## src/rtl/assert_macros.svh

```systemverilog
// Assertion macros shared by the checking code of the block.
// No dependencies.
`ifndef ASSERT_MACROS_SVH
`define ASSERT_MACROS_SVH
// same-cycle implication
`define CRS_AST_NOW(name, clk, rst, ante, cons) \
  name: assert property (@(posedge clk) disable iff (rst) (ante) |-> (cons)) \
    else $error("assertion failed");
// next-cycle implication
`define CRS_AST_NXT(name, clk, rst, ante, cons) \
  name: assert property (@(posedge clk) disable iff (rst) (ante) |=> (cons)) \
    else $error("assertion failed");
`endif

```

## src/rtl/crs_pkg.sv

```systemverilog
// Shared constants, controller states, datapath commands and status.
// No dependencies.
package crs_pkg;
  localparam int MaxPositions = 16384;
  localparam int WindowReset  = 50;
  localparam int DepthW       = 16;
  localparam int WsW          = 13;
  localparam int CountOutW    = 15;
  localparam int MeanW        = 24;

  typedef enum logic [4:0] {
    S_LOAD, S_SRT_START, S_SRT_RD0, S_SRT_RD1, S_SRT_STEP, S_SRT_TAIL,
    S_SH_START, S_SH_RD, S_SH_CMP, S_SM_RD, S_SM_ACC,
    S_WIN_START, S_WI_RD, S_WI_ACC, S_WS_RD, S_WS_UPD,
    S_DIV_GO, S_DIV_WT, S_OUT
  } state_t;

  typedef enum logic [4:0] {
    OP_IDLE, OP_LOAD, OP_CLEAR,
    OP_SRT_START, OP_SRT_RD0, OP_SRT_RD1, OP_SRT_STEP, OP_SRT_TAIL,
    OP_SH_START, OP_SH_RD, OP_SH_CMP, OP_SM_RD, OP_SM_ACC,
    OP_WIN_START, OP_WI_RD, OP_WI_ACC, OP_WS_RD, OP_WS_UPD,
    OP_DIV_GO, OP_DIV_WAIT
  } op_t;

  typedef enum logic [1:0] {SEL_SH, SEL_WMIN, SEL_WMAX, SEL_MEAN} div_sel_t;

  typedef struct packed {
    op_t      op;
    div_sel_t sel;
  } cmd_t;

  typedef struct packed {
    logic n_lt2;
    logic pass_done;
    logic sort_fin;
    logic sh_zero;
    logic last_half;
    logic win_skip;
    logic wi_last;
    logic ws_end;
    logic div_done;
  } status_t;
endpackage

```

## src/rtl/crs_ctrl.sv

```systemverilog
// Controller: sequences load, sort passes, scans and divides.
// Depends on crs_pkg.
module crs_ctrl (
  input  logic             clk,
  input  logic             rst,
  input  logic             in_valid,
  input  logic             in_last,
  input  logic             out_ready,
  input  crs_pkg::status_t st,
  output crs_pkg::cmd_t    cmd,
  output logic             in_ready,
  output logic             out_valid
);
  crs_pkg::state_t   state, state_next;
  crs_pkg::div_sel_t sel, sel_next;
  logic              out_full;
  logic              publish;

  assign publish = (state == crs_pkg::S_OUT) && (!out_full || out_ready);

  always_ff @(posedge clk) begin
    if (rst) begin
      state <= crs_pkg::S_LOAD;
      sel   <= crs_pkg::SEL_SH;
    end else begin
      state <= state_next;
      sel   <= sel_next;
    end
  end

  always_ff @(posedge clk) begin
    if (rst) begin
      out_full <= 1'b0;
    end else if (publish) begin
      out_full <= 1'b1;
    end else if (out_ready) begin
      out_full <= 1'b0;
    end
  end

  always_comb begin
    state_next = state;
    sel_next   = sel;
    case (state)
      crs_pkg::S_LOAD: begin
        if (in_valid && in_last) begin
          state_next = crs_pkg::S_SRT_START;
        end
      end
      crs_pkg::S_SRT_START:
        state_next = st.n_lt2 ? crs_pkg::S_SH_START : crs_pkg::S_SRT_RD0;
      crs_pkg::S_SRT_RD0: state_next = crs_pkg::S_SRT_RD1;
      crs_pkg::S_SRT_RD1: state_next = crs_pkg::S_SRT_STEP;
      crs_pkg::S_SRT_STEP: begin
        if (st.pass_done) begin
          state_next = crs_pkg::S_SRT_TAIL;
        end
      end
      crs_pkg::S_SRT_TAIL:
        state_next = st.sort_fin ? crs_pkg::S_SH_START : crs_pkg::S_SRT_RD0;
      crs_pkg::S_SH_START:
        state_next = st.sh_zero ? crs_pkg::S_WIN_START : crs_pkg::S_SH_RD;
      crs_pkg::S_SH_RD: state_next = crs_pkg::S_SH_CMP;
      crs_pkg::S_SH_CMP:
        state_next = st.last_half ? crs_pkg::S_SM_RD : crs_pkg::S_SH_RD;
      crs_pkg::S_SM_RD: state_next = crs_pkg::S_SM_ACC;
      crs_pkg::S_SM_ACC: begin
        if (st.last_half) begin
          state_next = crs_pkg::S_DIV_GO;
          sel_next   = crs_pkg::SEL_SH;
        end else begin
          state_next = crs_pkg::S_SM_RD;
        end
      end
      crs_pkg::S_WIN_START: begin
        if (st.win_skip) begin
          state_next = crs_pkg::S_DIV_GO;
          sel_next   = crs_pkg::SEL_MEAN;
        end else begin
          state_next = crs_pkg::S_WI_RD;
        end
      end
      crs_pkg::S_WI_RD: state_next = crs_pkg::S_WI_ACC;
      crs_pkg::S_WI_ACC:
        state_next = st.wi_last ? crs_pkg::S_WS_RD : crs_pkg::S_WI_RD;
      crs_pkg::S_WS_RD: begin
        if (st.ws_end) begin
          state_next = crs_pkg::S_DIV_GO;
          sel_next   = crs_pkg::SEL_WMIN;
        end else begin
          state_next = crs_pkg::S_WS_UPD;
        end
      end
      crs_pkg::S_WS_UPD: state_next = crs_pkg::S_WS_RD;
      crs_pkg::S_DIV_GO: state_next = crs_pkg::S_DIV_WT;
      crs_pkg::S_DIV_WT: begin
        if (st.div_done) begin
          case (sel)
            crs_pkg::SEL_SH: state_next = crs_pkg::S_WIN_START;
            crs_pkg::SEL_WMIN: begin
              state_next = crs_pkg::S_DIV_GO;
              sel_next   = crs_pkg::SEL_WMAX;
            end
            crs_pkg::SEL_WMAX: begin
              state_next = crs_pkg::S_DIV_GO;
              sel_next   = crs_pkg::SEL_MEAN;
            end
            default: state_next = crs_pkg::S_OUT;
          endcase
        end
      end
      crs_pkg::S_OUT: begin
        if (publish) begin
          state_next = crs_pkg::S_LOAD;
        end
      end
      default: state_next = crs_pkg::S_LOAD;
    endcase
  end

  always_comb begin
    cmd.op    = crs_pkg::OP_IDLE;
    cmd.sel   = sel;
    in_ready  = 1'b0;
    out_valid = out_full;
    case (state)
      crs_pkg::S_LOAD: begin
        in_ready = 1'b1;
        cmd.op   = in_valid ? crs_pkg::OP_LOAD : crs_pkg::OP_IDLE;
      end
      crs_pkg::S_SRT_START: cmd.op = crs_pkg::OP_SRT_START;
      crs_pkg::S_SRT_RD0:   cmd.op = crs_pkg::OP_SRT_RD0;
      crs_pkg::S_SRT_RD1:   cmd.op = crs_pkg::OP_SRT_RD1;
      crs_pkg::S_SRT_STEP:  cmd.op = crs_pkg::OP_SRT_STEP;
      crs_pkg::S_SRT_TAIL:  cmd.op = crs_pkg::OP_SRT_TAIL;
      crs_pkg::S_SH_START:  cmd.op = crs_pkg::OP_SH_START;
      crs_pkg::S_SH_RD:     cmd.op = crs_pkg::OP_SH_RD;
      crs_pkg::S_SH_CMP:    cmd.op = crs_pkg::OP_SH_CMP;
      crs_pkg::S_SM_RD:     cmd.op = crs_pkg::OP_SM_RD;
      crs_pkg::S_SM_ACC:    cmd.op = crs_pkg::OP_SM_ACC;
      crs_pkg::S_WIN_START: cmd.op = crs_pkg::OP_WIN_START;
      crs_pkg::S_WI_RD:     cmd.op = crs_pkg::OP_WI_RD;
      crs_pkg::S_WI_ACC:    cmd.op = crs_pkg::OP_WI_ACC;
      crs_pkg::S_WS_RD:     cmd.op = crs_pkg::OP_WS_RD;
      crs_pkg::S_WS_UPD:    cmd.op = crs_pkg::OP_WS_UPD;
      crs_pkg::S_DIV_GO:    cmd.op = crs_pkg::OP_DIV_GO;
      crs_pkg::S_DIV_WT:    cmd.op = crs_pkg::OP_DIV_WAIT;
      crs_pkg::S_OUT:       cmd.op = publish ? crs_pkg::OP_CLEAR : crs_pkg::OP_IDLE;
      default: ;
    endcase
  end
endmodule

```

## config.mk

```make
export PLATFORM = sky130hd
export DESIGN_NAME = crs_ctrl
export DESIGN_NICKNAME = d
export VERILOG_FILES = /design/src/rtl/assert_macros.svh /design/src/rtl/crs_pkg.sv /design/src/rtl/crs_ctrl.sv
export SDC_FILE = /design/constraint.sdc
export NUM_CORES = 1
export LEC_CHECK = 0
export ABC_AREA = 1
export BUFFER_PORTS_ARGS = -buffer_cell sky130_fd_sc_hd__buf_2
export CAP_MARGIN = 20
export CORE_AREA = 3 3 56 58
export CTS_CLUSTER_DIAMETER = 120
export DETAILED_ROUTE_END_ITERATION = 8
export DIE_AREA = 0 0 59 61
export GPL_TIMING_DRIVEN = 0
export PLACE_DENSITY = 0.64
export SLEW_MARGIN = 40
export SYNTH_ARGS = -nofsm -noshare
export SYNTH_HDL_FRONTEND = slang
export SYNTH_SLANG_ARGS = --single-unit
```

## constraint.sdc

```tcl
create_clock -name clk -period 1.4 [get_ports clk]
set_clock_uncertainty 0.15 [all_clocks]
set_input_delay 0.21 -clock clk [delete_from_list [all_inputs] [get_ports clk]]
set_output_delay 0.21 -clock clk [all_outputs]
set_load 0.05 [all_outputs]
```

==> insert_results.sql <==
INSERT INTO impl_metrics (metric_group, metric, value, unit) VALUES
('cts', 'clk_latency', '0.26', 'ns'),
('critical_path', 'arrival_time_at_the_worst_endpoint', '1.53', 'ns'),
('cells_and_area', 'p_r_area_growth_vs_syn', '65.5', '%'),
('placed_design', 'place.port_buffers', '22', ''),
('cells_and_area', 'antenna_cells', '0', ''),
('cts', 'number_of_hold_buffers_added_after_cts', '0', ''),
('die', 'floorplan.initialDensity', '34.4', '%'),
('global_routing', 'antenna_found_initial', '0', ''),
('sta', 'hold_slack', '0.0434', 'ns'),
('die', 'fp.coreArea', '2710', 'um2'),
('cts', 'cts_clk_pin_slew_worst_paths', '0.06', 'ns'),
('min_path', 'min_from', 'rst', ''),
('drt', 'drtAntennaViolNets', '0', ''),
('critical_path', 'slowest_delay', '0.41', 'ns'),
('sta', 'max_freq', '529', 'MHz'),
('die', 'number_of_i_o_pins', '23', ''),
('cells_and_area', 'layout_common_cells', 'sky130_fd_sc_hd__nand2_1, sky130_fd_sc_hd__nor2_1, sky130_fd_sc_hd__nor2_4, sky130_fd_sc_hd__buf_2, sky130_fd_sc_hd__inv_1', ''),
('drt', 'route.detailed.drc', '0', ''),
('drt', 'drt-vias-per-instance', '5.12', ''),
('critical_path', 'critical_path.max_fanout', '7', ''),
('cells_and_area', 'instances_no_fill', '238', ''),
('die', 'placement_rows', '19', ''),
('cells_and_area', 'post-route-util', '56.9', '%'),
('cts', 'max-clock-path-buffers', '2', ''),
('critical_path', 'endpoint_kind', 'output port', ''),
('sta', 'worst_pin_slew', '0.247', 'ns'),
('logic_synthesis', 'yosys.cell_types.count', '22', ''),
('cts', 'cts-buffers-inserted', '3', ''),
('sta', 'finalHoldViolations', '0', ''),
('cts', 'htree_num_levels', '1', ''),
('critical_path', 'crit_path_start_kind', 'flip-flop', ''),
('sta', 'final-setup-viol-count', '13', ''),
('sta', 'drv_slew', '0', ''),
('critical_path', 'cp_data_required_time', '1.04', 'ns'),
('critical_path', 'critPathSlowestCell', 'sky130_fd_sc_hd__dfxtp_4', ''),
('cells_and_area', 'fraction_of_layout_instances_using_a_drive_strength_above_1', '49.3', '%'),
('global_routing', 'grt_start_max_net_pins', '11', ''),
('drt', 'detailedRoute.firstIterationViolations', '33', ''),
('logic_synthesis', 'synthesized_netlist_cell_count', '173', ''),
('drt', 'routed-via-count', '1219', ''),
('global_routing', 'grt_pass1_vias', '1239', ''),
('drt', 'route.final.wire_length', '3280', 'um'),
('status', 'violations_in_the_final_reports', 'negative setup slack', ''),
('status', 'run_status', 'finished with violations', ''),
('global_routing', 'grt.total_usage', '19.2', '%'),
('placed_design', 'detailed_place_hpwl', '2160', 'um'),
('cells_and_area', 'nets', '226', ''),
('power_and_ir_drop', 'irDropWorstVdd', '1.16', 'mV'),
('critical_path', 'path_buf_inv', '1', ''),
('cts', 'clock_sinks', '8', ''),
('cts', 'tritoncts', 'done', ''),
('die', 'die_height', '61', 'um'),
('critical_path', 'cp_cell_sequence', 'nor2_4 > nand2_2 > a21oi_4 > nor2_1 > nand4_1 > buf_6', ''),
('placed_design', 'place_inst', '226', ''),
('critical_path', 'worst_setup_path_startpoint', 'state[0]$_SDFFE_PP0P_', ''),
('job', 'drv_cap', '0', ''),
('logic_synthesis', 'seq_area_frac_synth', '17.2', '%'),
('sta', 'rsz0062_at_grt', 'true', ''),
('critical_path', 'cpLargestDelayFamily', 'simple AND/OR/NAND/NOR gates', ''),
('min_path', 'classification_of_the_worst_slack_hold_path', 'in -> reg', ''),
('power_and_ir_drop', 'power_leakage', '0.733', 'nW'),
('logic_synthesis', 'yosys_register_bits', '8', ''),
('placed_design', 'place_worst_setup_slack', '-0.433', 'ns'),
('sta', 'relSlewSlack', '83.6', '%'),
('cts', 'root_buf_cell', 'sky130_fd_sc_hd__clkbuf_4', ''),
('critical_path', 'r2r-start', 'state[0]$_SDFFE_PP0P_', ''),
('logic_synthesis', 'yosysWarningCount', '0', ''),
('power_and_ir_drop', 'p_per_area', '1410', 'nW/um2'),
('sta', 'setup_slack', '-0.492', 'ns'),
('cells_and_area', 'leading_cell_type_in_the_layout_fill_and_taps_excluded', 'sky130_fd_sc_hd__nand2_1', ''),
('sta', 'layout_min_cycle_time', '1.89', 'ns');
layout make-up:
class | count | area (um2)
Buffer | 1 | 7.51
Sequential cell | 8 | 185
Inverter | 24 | 105
Fill cell | 248 | 1170
Timing Repair Buffer | 31 | 251
Tap cell | 31 | 38.8
Multi-Input combinational cell | 139 | 928
Clock buffer | 4 | 26.3
cells in the mapped netlist:
cell type | count | share of area, %
sky130_fd_sc_hd__ha_1 | 4 | 5.4
sky130_fd_sc_hd__nor3_1 | 2 | 1.1
sky130_fd_sc_hd__buf_6 | 1 | 1.2
sky130_fd_sc_hd__nand2_1 | 50 | 20
sky130_fd_sc_hd__inv_2 | 1 | 0.40
sky130_fd_sc_hd__inv_1 | 22 | 8.9
sky130_fd_sc_hd__nand4_1 | 3 | 2.0
sky130_fd_sc_hd__o21a_1 | 2 | 1.6
sky130_fd_sc_hd__o21ai_0 | 3 | 1.6
sky130_fd_sc_hd__buf_2 | 1 | 0.54
sky130_fd_sc_hd__nand2_2 | 2 | 1.3
sky130_fd_sc_hd__nor3b_1 | 2 | 1.6
sky130_fd_sc_hd__nor2_4 | 1 | 1.2
sky130_fd_sc_hd__o21ai_1 | 2 | 1.1
sky130_fd_sc_hd__nand3_2 | 1 | 1.1
sky130_fd_sc_hd__dfxtp_1 | 8 | 17
sky130_fd_sc_hd__nand3_1 | 16 | 8.6
sky130_fd_sc_hd__a21oi_1 | 10 | 5.4
sky130_fd_sc_hd__nor2_2 | 8 | 5.4
sky130_fd_sc_hd__nand3b_1 | 1 | 0.81
sky130_fd_sc_hd__inv_4 | 1 | 0.67
sky130_fd_sc_hd__nor2_1 | 32 | 13
what timing repair did:
item | 4_1_cts | 5_1_grt
buffers inserted | 7 | 2
setup endpoints to repair | 13 | 13
gates resized for setup | 73 | 10
pin swaps | 14 | 4
logic make-up after synthesis:
kind of cell    count (synthesis)  share of synthesized area, %
simple gates                  118                          56.1
buf+inv                        26                          11.7
compound gates                 17                          9.66
flops                           8                          17.2
fa+ha+maj                       4                          5.37
flip-flops by register name, summed over array words and instances (netlist names):
signal     cells
state          5
sel            2
out_valid      1
through the flow:
| stage | power [W] | cell area [um2] | setup TNS, ns |
|---|---|---|---|
| global route | 0.00229 | 1540 | -4.20 |
| detailed placement | 0.00141 | 1160 | -3.13 |
| floorplan | 0.00118 | 1010 | -1.24 |
| CTS | 0.00200 | 1480 | -2.68 |
| finish | 0.00217 | 1540 | -3.26 |
| global placement | 0.00141 | 1160 | -3.33 |
power by group:
group / internal (W) / total, W / switching [W]
Sequential: 0.000269 / 0.000386 / 0.000117
Combinational: 0.000610 / 0.00159 / 0.000980
Clock: 0.000110 / 0.000198 / 0.0000881
metal layers:
metal	vias to the layer above	global-route usage, %	wire (um)
met4	0	10.0	87
li1	615	-	-
met2	51	33.4	1560
met5	-	0	0
met1	541	22.2	1400
met3	12	3.83	240
final timing paths:
check	end	slack, ns	depth (start not counted)
max reg2reg	state[4]$_SDFFE_PP0P_	-0.18	9
min reg2reg	sel[1]$_SDFFE_PP0P_	0.38	2
min	state[4]$_SDFFE_PP0P_	0.04	2
max	cmd[3]	-0.49	6
(Power assumes the default switching activity.)
